--- src/rtl/power_sequencer_with_shutdown_assert.svh ---
// ----------------------------------------------------------------------------
// Power sequencer assertion macros
// Shared shorthand for the concurrent checks of the power sequencer.
// ----------------------------------------------------------------------------
`ifndef POWER_SEQUENCER_WITH_SHUTDOWN_ASSERT_SVH
`define POWER_SEQUENCER_WITH_SHUTDOWN_ASSERT_SVH

// antecedent implies consequent in the same cycle
`define PWRSEQ_ASSERT_SAME(name, clk, rst, ante, cons) \
   name: assert property (@(posedge clk) disable iff (rst) (ante) |-> (cons)) \
      else $error("power sequencer check failed: %m");

// antecedent implies consequent in the next cycle
`define PWRSEQ_ASSERT_NEXT(name, clk, rst, ante, cons) \
   name: assert property (@(posedge clk) disable iff (rst) (ante) |=> (cons)) \
      else $error("power sequencer check failed: %m");

`endif

--- src/rtl/pwrseq_pkg.sv ---
// ----------------------------------------------------------------------------
// Power sequencer package
// Types and constants shared by the power sequencer modules.
// ----------------------------------------------------------------------------
package pwrseq_pkg;

   localparam int PRESS_W    = 16;
   localparam int TIMEOUT_W  = 20;
   localparam int CSR_ADDR_W = 3;
   localparam int CSR_DATA_W = 32;

   localparam logic [PRESS_W-1:0]   KEY_PRESS_RESET = 16'd100;
   localparam logic [TIMEOUT_W-1:0] TIMEOUT_RESET   = 20'd30000;

   // register select, taken from the word address bit
   localparam logic REG_KEY_PRESS = 1'b0;
   localparam logic REG_TIMEOUT   = 1'b1;

   typedef enum logic [2:0] {
      CMD_TICK     = 3'd0,
      CMD_OFF      = 3'd1,
      CMD_ON       = 3'd2,
      CMD_SHUTDOWN = 3'd3,
      CMD_TOGGLE   = 3'd4
   } cmd_type;

   typedef enum logic [1:0] {
      STATUS_OFF      = 2'd0,
      STATUS_ON       = 2'd1,
      STATUS_SHUTDOWN = 2'd2
   } status_type;

   typedef struct packed {
      logic [PRESS_W-1:0]   key_press_ticks;
      logic [TIMEOUT_W-1:0] shutdown_timeout_ticks;
   } cfg_type;

   typedef struct packed {
      cmd_type command;
      logic    sense_high;
   } item_type;

   typedef struct packed {
      status_type status;
      logic       key_asserted;
      logic       power_enable;
   } result_type;

endpackage

--- src/rtl/pwrseq_csr.sv ---
// ----------------------------------------------------------------------------
// Power sequencer register file
// APB-style access to the key press length and shutdown timeout registers.
// ----------------------------------------------------------------------------
module pwrseq_csr (
   input  logic                                  clock,
   input  logic                                  reset,
   input  logic                                  csr_psel,
   input  logic                                  csr_penable,
   input  logic                                  csr_pwrite,
   input  logic [pwrseq_pkg::CSR_ADDR_W-1:0]     csr_paddr,
   input  logic [pwrseq_pkg::CSR_DATA_W-1:0]     csr_pwdata,
   output logic [pwrseq_pkg::CSR_DATA_W-1:0]     csr_prdata,
   output logic                                  csr_pready,
   output pwrseq_pkg::cfg_type                   cfg
);
   import pwrseq_pkg::*;

   logic [PRESS_W-1:0]   key_press_ff;
   logic [PRESS_W-1:0]   key_press_in;
   logic [TIMEOUT_W-1:0] timeout_ff;
   logic [TIMEOUT_W-1:0] timeout_in;
   logic                 wr_en;
   logic                 reg_sel;

   assign csr_pready = 1'b1;
   assign wr_en      = csr_psel & csr_penable & csr_pwrite & csr_pready;
   assign reg_sel    = csr_paddr[2];

   // write decode
   always_comb begin
      key_press_in = key_press_ff;
      timeout_in   = timeout_ff;
      if (wr_en) begin
         unique case (reg_sel)
            REG_KEY_PRESS: key_press_in = csr_pwdata[PRESS_W-1:0];
            REG_TIMEOUT:   timeout_in   = csr_pwdata[TIMEOUT_W-1:0];
            default: ;
         endcase
      end
   end

   always_ff @(posedge clock) begin
      if (reset) begin
         key_press_ff <= KEY_PRESS_RESET;
         timeout_ff   <= TIMEOUT_RESET;
      end else begin
         key_press_ff <= key_press_in;
         timeout_ff   <= timeout_in;
      end
   end

   // read mux
   always_comb begin
      unique case (reg_sel)
         REG_KEY_PRESS: csr_prdata = {{(CSR_DATA_W-PRESS_W){1'b0}}, key_press_ff};
         REG_TIMEOUT:   csr_prdata = {{(CSR_DATA_W-TIMEOUT_W){1'b0}}, timeout_ff};
         default:       csr_prdata = '0;
      endcase
   end

   assign cfg.key_press_ticks        = key_press_ff;
   assign cfg.shutdown_timeout_ticks = timeout_ff;

endmodule

--- src/rtl/pwrseq_core.sv ---
// ----------------------------------------------------------------------------
// Power sequencer core
// Power state, key press and timeout timers, and the result register.
// ----------------------------------------------------------------------------
`include "power_sequencer_with_shutdown_assert.svh"

module pwrseq_core (
   input  logic                   clock,
   input  logic                   reset,
   input  pwrseq_pkg::cfg_type    cfg,
   input  logic                   step_valid,
   input  pwrseq_pkg::item_type   item,
   output logic                   step_ready,
   output logic                   rsp_valid,
   input  logic                   rsp_ready,
   output pwrseq_pkg::result_type result
);
   import pwrseq_pkg::*;

   logic                 power_on_ff, power_on_in;
   logic                 shutting_down_ff, shutting_down_in;
   logic                 key_held_ff, key_held_in;
   logic [PRESS_W-1:0]   press_timer_ff, press_timer_in;
   logic [TIMEOUT_W-1:0] shutdown_timer_ff, shutdown_timer_in;
   logic                 rsp_valid_ff, rsp_valid_in;
   result_type           result_ff, result_in;

   logic                 step_fire;
   logic [PRESS_W-1:0]   press_inc;
   logic [TIMEOUT_W-1:0] timeout_inc;
   logic                 press_expire;
   logic                 timeout_expire;
   logic                 do_on, do_off, do_shutdown;

   // result slot frees when empty or being drained
   assign step_ready = !rsp_valid_ff || rsp_ready;
   assign step_fire  = step_valid && step_ready;

   // saturating timer advance and expiry
   assign press_inc      = (press_timer_ff == '1) ? press_timer_ff
                                                  : press_timer_ff + {{(PRESS_W-1){1'b0}}, 1'b1};
   assign timeout_inc    = (shutdown_timer_ff == '1) ? shutdown_timer_ff
                           : shutdown_timer_ff + {{(TIMEOUT_W-1){1'b0}}, 1'b1};
   assign press_expire   = press_inc >= cfg.key_press_ticks;
   assign timeout_expire = timeout_inc >= cfg.shutdown_timeout_ticks;

   // command decode, toggle folded in
   always_comb begin
      do_on       = 1'b0;
      do_off      = 1'b0;
      do_shutdown = 1'b0;
      unique case (item.command)
         CMD_OFF:      do_off = 1'b1;
         CMD_ON:       do_on = 1'b1;
         CMD_SHUTDOWN: do_shutdown = 1'b1;
         CMD_TOGGLE: begin
            if (!power_on_ff) begin
               do_on = 1'b1;
            end else if (!shutting_down_ff) begin
               do_shutdown = 1'b1;
            end else begin
               do_off = 1'b1;
            end
         end
         default: ;
      endcase
   end

   // next state
   always_comb begin
      power_on_in       = power_on_ff;
      shutting_down_in  = shutting_down_ff;
      key_held_in       = key_held_ff;
      press_timer_in    = press_timer_ff;
      shutdown_timer_in = shutdown_timer_ff;
      if (step_fire) begin
         if (item.command == CMD_TICK) begin
            press_timer_in    = press_expire ? '0 : press_inc;
            shutdown_timer_in = timeout_expire ? '0 : timeout_inc;
            if (press_expire) begin
               key_held_in = 1'b0;
            end
            // sense line or timeout ends a shutdown
            if (shutting_down_ff && (item.sense_high || timeout_expire)) begin
               power_on_in      = 1'b0;
               shutting_down_in = 1'b0;
            end
         end
         if (do_off) begin
            power_on_in      = 1'b0;
            shutting_down_in = 1'b0;
         end
         if (do_on) begin
            power_on_in      = 1'b1;
            shutting_down_in = 1'b0;
            key_held_in      = 1'b0;
         end
         if (do_shutdown) begin
            key_held_in       = 1'b1;
            press_timer_in    = '0;
            shutting_down_in  = 1'b1;
            shutdown_timer_in = '0;
         end
      end
   end

   // result from the updated state
   always_comb begin
      result_in.power_enable = power_on_in;
      result_in.key_asserted = key_held_in;
      if (!power_on_in) begin
         result_in.status = STATUS_OFF;
      end else if (shutting_down_in) begin
         result_in.status = STATUS_SHUTDOWN;
      end else begin
         result_in.status = STATUS_ON;
      end
   end

   assign rsp_valid_in = step_fire || (rsp_valid_ff && !rsp_ready);

   always_ff @(posedge clock) begin
      if (reset) begin
         power_on_ff       <= 1'b0;
         shutting_down_ff  <= 1'b0;
         key_held_ff       <= 1'b0;
         press_timer_ff    <= '0;
         shutdown_timer_ff <= '0;
         rsp_valid_ff      <= 1'b0;
      end else begin
         power_on_ff       <= power_on_in;
         shutting_down_ff  <= shutting_down_in;
         key_held_ff       <= key_held_in;
         press_timer_ff    <= press_timer_in;
         shutdown_timer_ff <= shutdown_timer_in;
         rsp_valid_ff      <= rsp_valid_in;
      end
   end

   // result payload, loaded per beat
   always_ff @(posedge clock) begin
      if (step_fire) begin
         result_ff <= result_in;
      end
   end

   assign rsp_valid = rsp_valid_ff;
   assign result    = result_ff;

   `PWRSEQ_ASSERT_NEXT(a_on_cmd, clock, reset,
      step_fire && item.command == CMD_ON,
      power_on_ff && !shutting_down_ff && !key_held_ff)
   `PWRSEQ_ASSERT_NEXT(a_shutdown_cmd, clock, reset,
      step_fire && item.command == CMD_SHUTDOWN,
      key_held_ff && shutting_down_ff && press_timer_ff == '0 && shutdown_timer_ff == '0)
   `PWRSEQ_ASSERT_NEXT(a_sense_off, clock, reset,
      step_fire && item.command == CMD_TICK && shutting_down_ff && item.sense_high,
      !shutting_down_ff && !power_on_ff)
   `PWRSEQ_ASSERT_SAME(a_status_match, clock, reset,
      rsp_valid_ff,
      result_ff.power_enable == (result_ff.status != STATUS_OFF))
   `PWRSEQ_ASSERT_NEXT(a_result_state, clock, reset,
      step_fire,
      result_ff.power_enable == power_on_ff && result_ff.key_asserted == key_held_ff)

endmodule

--- src/rtl/power_sequencer_with_shutdown.sv ---
// A beat accepted is held in the input register, then its result in the result register.
// Throughput: one beat per cycle while rsp_tready is high; the input register and the
// result register keep both sides moving, the state update is a single pass between them.
// Reset (synchronous, active high): power off, key released, timers at zero,
// key press length 100 ticks and shutdown timeout 30000 ticks.
// ----------------------------------------------------------------------------
// Power sequencer with shutdown
// Top level: input register, power state core and register file.
// ----------------------------------------------------------------------------
module power_sequencer_with_shutdown (
   input  logic                                  clock,
   input  logic                                  reset,
   input  logic                                  req_tvalid,
   output logic                                  req_tready,
   input  logic [7:0]                            req_tdata,  // [0] sense_high, zero fill
   input  logic [2:0]                            req_tuser,  // [2:0] command
   output logic                                  rsp_tvalid,
   input  logic                                  rsp_tready,
   output logic [7:0]                            rsp_tdata,  // [0] power_enable,
                                                              // [1] key_asserted,
                                                              // [3:2] status, zero fill
   input  logic                                  csr_psel,
   input  logic                                  csr_penable,
   input  logic                                  csr_pwrite,
   input  logic [pwrseq_pkg::CSR_ADDR_W-1:0]     csr_paddr,
   input  logic [pwrseq_pkg::CSR_DATA_W-1:0]     csr_pwdata,
   output logic [pwrseq_pkg::CSR_DATA_W-1:0]     csr_prdata,
   output logic                                  csr_pready
);
   import pwrseq_pkg::*;

   cfg_type    cfg;
   item_type   item_ff, item_in;
   logic       in_valid_ff, in_valid_in;
   logic       step_ready;
   logic       req_fire;
   result_type result;

   pwrseq_csr u_csr (
      .clock       (clock),
      .reset       (reset),
      .csr_psel    (csr_psel),
      .csr_penable (csr_penable),
      .csr_pwrite  (csr_pwrite),
      .csr_paddr   (csr_paddr),
      .csr_pwdata  (csr_pwdata),
      .csr_prdata  (csr_prdata),
      .csr_pready  (csr_pready),
      .cfg         (cfg)
   );

   // input register
   assign req_tready  = !in_valid_ff || step_ready;
   assign req_fire    = req_tvalid && req_tready;
   assign in_valid_in = req_fire || (in_valid_ff && !step_ready);

   assign item_in.command    = cmd_type'(req_tuser);
   assign item_in.sense_high = req_tdata[0];

   always_ff @(posedge clock) begin
      if (reset) begin
         in_valid_ff <= 1'b0;
      end else begin
         in_valid_ff <= in_valid_in;
      end
   end

   always_ff @(posedge clock) begin
      if (req_fire) begin
         item_ff <= item_in;
      end
   end

   pwrseq_core u_core (
      .clock      (clock),
      .reset      (reset),
      .cfg        (cfg),
      .step_valid (in_valid_ff),
      .item       (item_ff),
      .step_ready (step_ready),
      .rsp_valid  (rsp_tvalid),
      .rsp_ready  (rsp_tready),
      .result     (result)
   );

   assign rsp_tdata = {4'b0000, result.status, result.key_asserted, result.power_enable};

endmodule
--- config.mk ---
export PLATFORM = sky130hd
export DESIGN_NAME = power_sequencer_with_shutdown
export DESIGN_NICKNAME = d
export VERILOG_FILES = /design/src/rtl/pwrseq_pkg.sv /design/src/rtl/pwrseq_csr.sv /design/src/rtl/pwrseq_core.sv /design/src/rtl/power_sequencer_with_shutdown.sv
export VERILOG_INCLUDE_DIRS = /design/src /design/src/rtl
export SDC_FILE = /design/constraint.sdc
export NUM_CORES = 1
export LEC_CHECK = 0
export BUFFER_PORTS_ARGS = -buffer_cell sky130_fd_sc_hd__buf_2
export CAP_MARGIN = 20
export CORE_ASPECT_RATIO = 2
export CORE_UTILIZATION = 35
export CTS_BUF_LIST = sky130_fd_sc_hd__clkbuf_4
export DETAILED_ROUTE_END_ITERATION = 10
export PLACE_DENSITY = 0.51
export SYNTH_ARGS = -nofsm -noshare
export SYNTH_HDL_FRONTEND = slang
export SYNTH_SLANG_ARGS = --single-unit
--- constraint.sdc ---
create_clock -name clock -period 7.59 [get_ports clock]
set_input_delay 0.3795 -clock clock [delete_from_list [all_inputs] [get_ports clock]]
set_output_delay 0.3795 -clock clock [all_outputs]
set_load 0.01 [all_outputs]
==> results.yml, run 1 <==
layout:
  layout_common_cells: "nand2_1, dfxtp_1, buf_2, inv_1, a21oi_1"
  drive_gt1_share_pct: 12.4
  seq_area_um2: 1780
  multi_input_area_um2: 3210
  nFillCells: 1555
  finalNetCount: 811
  final_common_cell: "nand2_1"
  area_delta_synth_final_pct: 9.53
  instances_no_fill: 920
timing:
  max_freq_mhz: 227
  worstMarginPinSlew_ns: 1.09
  setup_viol: 0
  period_needed_ns: 4.41
  maxSlewHeadroom_pct: 27.2
  drv_slew: 0
  fin_skew_ns: 0.0252
  rsz0062_at_grt: "no"
  min_period_over_period_pct: 58.0
  whs_ns: 0.0905
  hold_viol: 0
  tns_ns: 0
worst_hold_path:
  min_path_cells: 1
  hp-start: "req_tuser[1]"
  hold-path-endpoint: "item_ff[2]$_DFFE_PP_"
  hp-class: "in -> reg"
grt:
  grt_overflow_total: 0
  grt_pass1_vias: 4530
  antenna_found_initial: 2
  grt_use_total_pct: 19.8
  grt_max_degree: 48
  grt_pass1_wl_um: 23100
floorplan:
  dieArea_um2: 15900
  core_area_um2: 14900
  start_util_pct: 36.0
  num_rows: 63
  io_pins: 96
  dieHeight_um: 177
  die_w_um: 89.6
clock_network:
  cts_buffer_depth: 2
  insertion_delay_ns: 0.47
  cts_resized: 0
  cts-root-buf: "clkbuf_4"
  cts_tree: "yes"
  cts_setup_buffers: 0
  numCtsBuffers: 9
  clkSinkCount: 85
  h-tree-depth: 3
  clkTransAtPathRegs_ns: 0.15
  hold_buffers: 0
run_status:
  status: "complete, no violations"
placed_design:
  gp_congestion: 0.884
  port_buffers: 57
  place_inst: 904
  hpwl_um: 11200
logic_synthesis:
  synth_compound_area_share_pct: 20.3
  synth_fa_ha_area_share_pct: 8.86
  synth.area.top_cells: "dfxtp_1, ha_1, nand2_1, edfxtp_1, a21oi_1"
  synth_top_area_share_pct: 28.7
  ys_ff_latch: 85
  ys_seq_area_share_pct: 33.2
  synthMuxAreaShare_pct: 1.77
  synth_edf_count: 8
  synth_area_um2: 5370
  synthFlopType: "dfxtp_1"
  ys_warn_count: 0
  synth-simple-area-share_pct: 23.4
  ys_types: 68
  synth_largest_area_cell: "dfxtp_1"
  async_reset_ff_share_pct: 0
  synthCells: 682
  synthXorXnorAreaFrac_pct: 4.24
  synth_top_family_by_area: "simple AND/OR/NAND/NOR gates"
  avgSynthCellArea_um2: 7.87
detailed_routing:
  wl_per_cell_um: 16.2
  vias: 4815
  drt-vias-per-instance: 5.23
  wirelength_um: 14900
  dr.pass1.iters: 5
  drt_iter0_markers: 225
  drc: 0
  final_antenna_net_count: 0
worst_setup_path:
  cp-end-kind: "flip-flop"
  worstPathArrival_ns: 4.83
  rrSetupSlack_ns: 3.18
  r2r_cells: 13
  cp.required_ns: 8.01
  cp_max_fo: 22
  regToRegStartpoint: "u_core.shutdown_timer_ff[4]$_SDFFE_PP0P_"
  start_kind: "flip-flop"
  criticalPathCategory: "reg -> reg"
  worst_r2r_endpoint: "u_core.shutdown_timer_ff[12]$_SDFFE_PP0P_"
power_and_ir_drop:
  p_leak_nw: 2.56
  power_density_nw_per_um2: 144
  p_total_uw: 849
  irDropWorstVdd_uv: 80.1
flow_run:
  maxCapViolCount: 0
-- worst max-delay path: stages (launching register included) --
cell and delay, ns:
dfxtp_1 0.51, nand4_1 0.25, nor3_1 0.43, a21boi_1 0.40, nand4_1 0.20, xnor2_1 0.17
ha_1 0.29, a21oi_1 0.19, o21ai_0 0.14, a221oi_1 0.59, o2111ai_2 0.47, buf_4 0.38
nor3b_1 0.22, a21o_1 0.11
-- worst max-delay path by stage --
stage | from | end | slack, ns
finish | u_core.shutdown_timer_ff[4]$_SDFFE_PP0P_ | u_core.shutdown_timer_ff[12]$_SDFFE_PP0P_ | 3.18
detailed placement | u_core.shutdown_timer_ff[4]$_SDFFE_PP0P_ | u_core.shutdown_timer_ff[15]$_SDFFE_PP0P_ | 3.18
global placement | u_core.shutdown_timer_ff[4]$_SDFFE_PP0P_ | u_core.shutdown_timer_ff[12]$_SDFFE_PP0P_ | 3.29
global route | u_core.shutdown_timer_ff[4]$_SDFFE_PP0P_ | u_core.shutdown_timer_ff[12]$_SDFFE_PP0P_ | 2.74
CTS | u_core.shutdown_timer_ff[4]$_SDFFE_PP0P_ | u_core.shutdown_timer_ff[12]$_SDFFE_PP0P_ | 3.11
floorplan | u_core.shutdown_timer_ff[0]$_SDFFE_PP0P_ | u_core.result[3]$_SDFFCE_PN0P_ | 4.30
-- report_power, final --
part	switching (mW)	leakage, nW	total, mW	internal, mW
clock	0.163	0.0842	0.298	0.134
sequential	0.00729	0.700	0.470	0.463
combinational	0.0530	1.78	0.0819	0.0289
-- cells in the mapped netlist, types with 5 or more instances --
master    instances
clkbuf_1         19
a21o_1           13
nor4_1            6
nand3b_1          5
xor2_1           13
o21ai_1          18
a211o_1          11
nand2b_1          6
nand2_1         112
buf_2            12
and4_1            6
edfxtp_1          8
nor2_1           42
inv_1            47
ha_1             38
nor3_1           14
nor2b_1           7
nand4_1          13
and3_1            7
buf_4            17
nand3_1          16
a31oi_1          19
xnor2_1          13
mux2i_1           5
a21oi_1          44
o21ai_0          27
dfxtp_1          77
-- layout make-up --
type	instances	share of cell area, %
Antenna cell	1	0.0426
Tap cell	195	4.15
Clock buffer	10	1.28
Timing Repair Buffer	61	5.43
Sequential cell	85	30.3
Inverter	47	3.00
Clock inverter	5	1.28
Multi-Input combinational cell	516	54.5
-- metrics by stage --
step,instance area [um2],setup WS (ns),utilization [%]
after floorplan,5430,4.30,-
after global placement,5720,3.29,38.4
after detailed placement,5730,3.18,38.4
after CTS,5880,3.11,39.5
after global routing,5880,2.74,39.5
final,5880,3.18,39.5
-- cell families (layout without fill, tap and decap cells) --
group | count (synthesis) | count (layout)
AND/OR/NAND/NOR | 257 | 257
AO/OA/AOI/OAI | 169 | 169
buffers and inverters | 96 | 123
flip-flops | 85 | 85
adder cells (fa/ha/maj) | 38 | 38
XOR/XNOR | 26 | 26
multiplexers | 9 | 9
other | 2 | 18
-- registers in the layout, summed over array words and instances (netlist names) --
name	count
u_core.power_on_ff	1
u_csr.timeout_ff	20
u_core.result	4
in_valid_ff	1
u_core.rsp_valid	1
u_core.shutting_down_ff	1
u_core.press_timer_ff	16
item_ff	4
u_csr.key_press_ff	16
u_core.key_held_ff	1
u_core.shutdown_timer_ff	20
-- routing by layer --
| layer | global-route usage (%) | wire (um) |
|---|---|---|
| met4 | 9.52 | 518 |
| met1 | 21.4 | 5690 |
| met5 | 0 | 13 |
| met3 | 2.61 | 455 |
| met2 | 36.4 | 8200 |
No activity file was read; power rests on OpenSTA's default activity.
==> run 2: changes to the inputs <==
- PLACE_DENSITY: 0.51 -> 0.53
- clock period: 7.59 -> 3.55 ns (I/O delays scaled with it)
==> run 2 against run 1 <==
Against the previous run:
- cell area is 14% higher
- sequential cell count stayed put
- worst hold slack better by 0.068 ns
- setup slack worse by 3.1 ns
- sequential share of layout area is 3.5 points lower
- critical path depth is 3 higher
- largest cell class unchanged
- maximum frequency is 28% higher
- critical path type unchanged
- routed wire length is 11% higher
- core utilization is 5.5 points higher
==> results.yml, run 2 (same netlist as run 1, synthesis figures left out) <==
timing:
  min_period_over_period_pct: 96.8
  max_freq_mhz: 291
  maxSlewHeadroom_pct: 42.6
  worstMarginPinSlew_ns: 0.858
  tns_ns: 0
  drv_slew: 0
  hold_viol: 0
  rsz0062_at_grt: "yes"
  period_needed_ns: 3.43
  fin_skew_ns: 0.0422
  setup_viol: 0
power_and_ir_drop:
  p_seq_share_pct: 56.6
  comb_power_share_pct: 11.6
  power_density_nw_per_um2: 265
  irDropWorstVdd_uv: 135
  clockPowerShare_pct: 31.7
  intPower_mw: 1.24
  p_leak_nw: 2.96
  p_sw_uw: 533
  swShare_pct: 30.1
placed_design:
  gp_congestion: 0.862
  port_buffers: 57
  hpwl_um: 12000
layout:
  finalNetCount: 884
  final_common_cell: "nand2_1"
  largest_registers: "u_core.shutdown_timer_ff: 20 flops, u_csr.timeout_ff: 20 flops"
  nFillCells: 1526
  layout_common_cells: "nand2_1, dfxtp_1, buf_2, inv_1, buf_4"
  fin_util_pct: 45.0
  area_delta_synth_final_pct: 24.8
  drive_gt1_share_pct: 22.6
floorplan:
  start_util_pct: 36.0
  dieHeight_um: 177
  io_pins: 96
  core_area_um2: 14900
  num_rows: 63
  die_w_um: 89.6
  dieArea_um2: 15900
detailed_routing:
  dr.pass1.iters: 5
  final_antenna_net_count: 0
  drt_iter0_markers: 374
  drt-vias-per-instance: 5.36
  vias: 5324
  wirelength_um: 16600
  wl_per_cell_um: 16.7
  drc: 0
clock_network:
  insertion_delay_ns: 0.50
  h-tree-depth: 3
  clkSinkCount: 85
  numCtsBuffers: 9
  cts-root-buf: "clkbuf_4"
  cts_buffer_depth: 2
  cts_tree: "yes"
  clkTransAtPathRegs_ns: 0.15
grt:
  antenna_found_initial: 2
  grt_use_total_pct: 21.1
  grt_pass1_vias: 5129
  grt_pass1_wl_um: 24900
  grt_overflow_total: 0
  grt_max_degree: 35
worst_setup_path:
  cp_slowest_cell: "dfxtp_2"
  cp.buffers_inverters: 3
  rrSetupSlack_ns: 0.12
  crit_family: "compound AO/OA/AOI/OAI gates"
  worstPathCellList: "ha_4, and3_4, buf_4, nand4_1, nor2_2, nor4_2, buf_4, xor2_2, ha_1, a21oi_2, o21ai_2, a221oi_2, buf_4, o211ai_1, o221a_2, a211oi_1"
  max_stage_delay_ns: 0.40
  cp.required_ns: 3.86
  criticalPathCategory: "reg -> reg"
  cp-end-kind: "flip-flop"
  start_kind: "flip-flop"
  cp_common_cell: "buf_4"
  cp_max_fo: 3
  worstPathArrival_ns: 3.74
worst_hold_path:
  hp-class: "in -> reg"
flow_run:
  maxCapViolCount: 0
run_status:
  status: "complete, no violations"
[run 2: cell types whose count changed in the layout (fill, tap and decap cells not counted), sizes merged]
| cell | change |
|---|---|
| buf | +46 |
| dlygate4sd3 | +26 |
| inv | +3 |
| bufinv | -2 |
| clkbuf | +1 |
[run 2: repair_timing]
item	CTS	global route
hold buffers	26	0
endpoints found under the hold margin	42	0
setup buffers	2	4
pin swaps	7	17
setup endpoints to repair	3	38
gates cloned	0	1
gates resized for setup	9	43
[run 2: routing by layer]
layer	part of all wire (%)	global-route usage [%]	vias to the layer above	wire length (um)
met1	36	20.7	2532	5940
met5	0.097	0	-	16
met3	3.5	3.68	48	579
met4	4.9	12.0	2	812
li1	-	-	2595	-
met2	56	39.5	147	9200
[run 2: area by class of cell]
type | count | area, um2 | area share [%]
multi-input cells | 516 | 3400 | 50.8
flip-flops and latches | 85 | 1800 | 26.8
repair buffers | 134 | 948 | 14.2
diodes | 1 | 2.50 | 0.0374
clock buffers | 10 | 75.1 | 1.12
clock inverters | 6 | 55.1 | 0.822
well taps | 195 | 244 | 3.64
inverters | 47 | 176 | 2.63
[run 2: power groups by stage]
stage / clock network (mW) / registers [mW] / logic (mW)
floorplan: 0 / 1.02 / 0.126
global placement: 0 / 1.02 / 0.174
detailed placement: 0 / 1.03 / 0.178
CTS: 0.584 / 1.00 / 0.202
global route: 0.614 / 1.01 / 0.228
finish: 0.563 / 1.00 / 0.206
[run 2: worst paths after layout]
kind	start	to	cells after the start
hold / removal	reset	in_valid_ff$_SDFF_PP0_	2
setup / recovery	u_core.shutdown_timer_ff[0]$_SDFFE_PP0P_	u_core.result[3]$_SDFFCE_PN0P_	16
hold reg to reg	u_csr.key_press_ff[1]$_SDFFE_PP0P_	u_csr.key_press_ff[1]$_SDFFE_PP0P_	2
setup reg to reg	u_core.shutdown_timer_ff[0]$_SDFFE_PP0P_	u_core.result[3]$_SDFFCE_PN0P_	16
[run 2: metrics by stage]
step,worst slack [ns],hold WS [ns],power [mW],cell area [um2],std cells
final,0.115,0.159,1.77,6700,994
after global routing,-0.0333,0.137,1.85,6700,994
after CTS,0.0127,0.116,1.79,6480,988
after detailed placement,-0.0377,0.357,1.20,6040,944
after global placement,-0.0142,0.356,1.20,6040,944
after floorplan,0.260,0.276,1.15,5430,697
==> run 3: changes to the inputs <==
- BUFFER_PORTS_ARGS: -buffer_cell sky130_fd_sc_hd__buf_2 -> default
- DONT_BUFFER_PORTS: default -> 1
- PLACE_DENSITY: 0.53 -> 0.46
- clock period: 3.55 -> 3.8 ns (I/O delays scaled with it)
==> run 3 against run 2 <==
Against the previous run:
- non-clock buffer count is 79 lower
- setup slack better by 0.059 ns
- clock power fell by 5.0%
- clock skew shrank 0.019 ns
- largest power group unchanged
==> results.yml, run 3 (same netlist as run 1, synthesis figures left out) <==
power_and_ir_drop:
  p_leak_nw: 2.59
  irDropWorstVdd_uv: 182
  p_total_mw: 1.63
  power_density_nw_per_um2: 267
placed_design:
  pre_cts_ws_ns: 0.0809
  gp_congestion: 0.823
  port_buffers: 0
  hpwl_um: 12100
grt:
  grt_overflow_total: 0
  grt_use_total_pct: 21.5
  grt_max_degree: 45
  grt_pass1_wl_um: 25100
  antenna_found_initial: 1
  grt_pass1_vias: 4921
clock_network:
  clkTransAtPathRegs_ns: 0.14
  cts-root-buf: "clkbuf_4"
  h-tree-depth: 3
  insertion_delay_ns: 0.46
  clkSinkCount: 85
  numCtsBuffers: 9
  cts_buffer_depth: 2
  cts_tree: "yes"
worst_setup_path:
  cp-end-kind: "flip-flop"
  worstPathArrival_ns: 4.04
  criticalPathCategory: "reg -> reg"
  cp_max_fo: 20
  cp_slowest_cell: "or4_1"
  start_kind: "flip-flop"
  cp.buffers_inverters: 1
  max_stage_delay_ns: 0.60
  cp.required_ns: 4.21
  worstPathCellList: "nand4_1, or4_1, nand2_1, xnor2_1, ha_1, o21a_1, o21ai_0, nor2_1, a211oi_4, buf_12, a31o_2, nor2b_1"
  crit_family: "simple AND/OR/NAND/NOR gates"
floorplan:
  dieArea_um2: 15900
  dieHeight_um: 177
  die_w_um: 89.6
  core_area_um2: 14900
  num_rows: 63
  io_pins: 96
  start_util_pct: 36.0
detailed_routing:
  wl_per_cell_um: 17.5
  drt-vias-per-instance: 5.37
  drt_iter0_markers: 171
  drc: 0
  final_antenna_net_count: 0
  dr.pass1.iters: 4
  vias: 4911
  wirelength_um: 16000
timing:
  maxSlewHeadroom_pct: 32.5
  max_freq_mhz: 276
  min_period_over_period_pct: 95.4
  worstMarginPinSlew_ns: 1.01
  fin_skew_ns: 0.0228
  fin_ws_ns: 0.174
  drv_slew: 0
  period_needed_ns: 3.63
  setup_viol: 0
  hold_viol: 0
layout:
  area_delta_synth_final_pct: 14.1
  layout_common_cells: "nand2_1, dfxtp_1, inv_1, a21oi_1, nor2_1"
  finalNetCount: 805
  drive_gt1_share_pct: 9.32
  final_common_cell: "nand2_1"
  largest_registers: "u_core.shutdown_timer_ff: 20 flops, u_csr.timeout_ff: 20 flops"
flow_run:
  maxCapViolCount: 0
run_status:
  status: "complete, no violations"
worst_hold_path:
  hp-class: "in -> reg"
run 3: cell types whose count changed in the layout (fill, tap and decap cells not counted), sizes merged:
cell,change
clkinv,+3
bufinv,+1
buf,-80
clkbuf,-1
dlygate4sd3,+2
inv,-4
run 3: path summary, 6_finish.rpt:
check | to | slack (ns) | from | cells past startpoint
max | u_core.key_held_ff$_SDFF_PP0_ | 0.17 | u_core.press_timer_ff[5]$_SDFFE_PP0P_ | 12
min | item_ff[1]$_DFFE_PP_ | 0.06 | req_tvalid | 1
max reg2reg | u_core.key_held_ff$_SDFF_PP0_ | 0.17 | u_core.press_timer_ff[5]$_SDFFE_PP0P_ | 12
min reg2reg | u_csr.key_press_ff[13]$_SDFFE_PP0P_ | 0.46 | u_csr.key_press_ff[13]$_SDFFE_PP0P_ | 2
run 3: repair_timing:
item,CTS,global route
buffers inserted,0,3
hold endpoints to repair,48,0
hold buffers,29,0
setup endpoints to repair,0,35
resized for setup,0,15
run 3: worst register-to-register path: stages (launching register included):
cell      delay (ns)
dfxtp_1         0.49
nand4_1         0.22
or4_1           0.60
nand2_1         0.18
xnor2_1         0.18
ha_1            0.27
o21a_1          0.17
o21ai_0         0.45
nor2_1          0.15
a211oi_4        0.34
buf_12          0.20
a31o_2          0.21
nor2b_1         0.12
run 3: power breakdown:
| part | switching [mW] | leakage [nW] | internal [mW] |
|---|---|---|---|
| logic | 0.0980 | 1.82 | 0.0610 |
| registers | 0.0164 | 0.702 | 0.924 |
| clock network | 0.334 | 0.0705 | 0.201 |
run 3: cell type report:
class,instances,area [um2]
inverters,47,176
repair buffers,55,520
multi-input cells,516,3270
well taps,195,244
diodes,1,2.50
clock inverters,6,53.8
clock buffers,10,75.1
flip-flops and latches,85,1790
fillers,1538,8770
run 3: metrics by stage:
step                      cells  utilization, %  setup TNS [ns]  hold WS (ns)  instance area [um2]
after CTS                   911            40.5               0        0.0249                 6040
after global routing        915            41.1         -0.0355        0.0430                 6120
after floorplan             697               -               0         0.289                 5430
after global placement      866            37.6               0         0.264                 5610
final                       915            41.1               0        0.0616                 6120
after detailed placement    866            37.6               0         0.270                 5610
run 3: routing by layer:
layer	global-route usage [%]	share of wire, %
met3	3.08	2.9
met5	0	0
met4	12.6	4.7
met2	40.7	56
met1	21.1	36
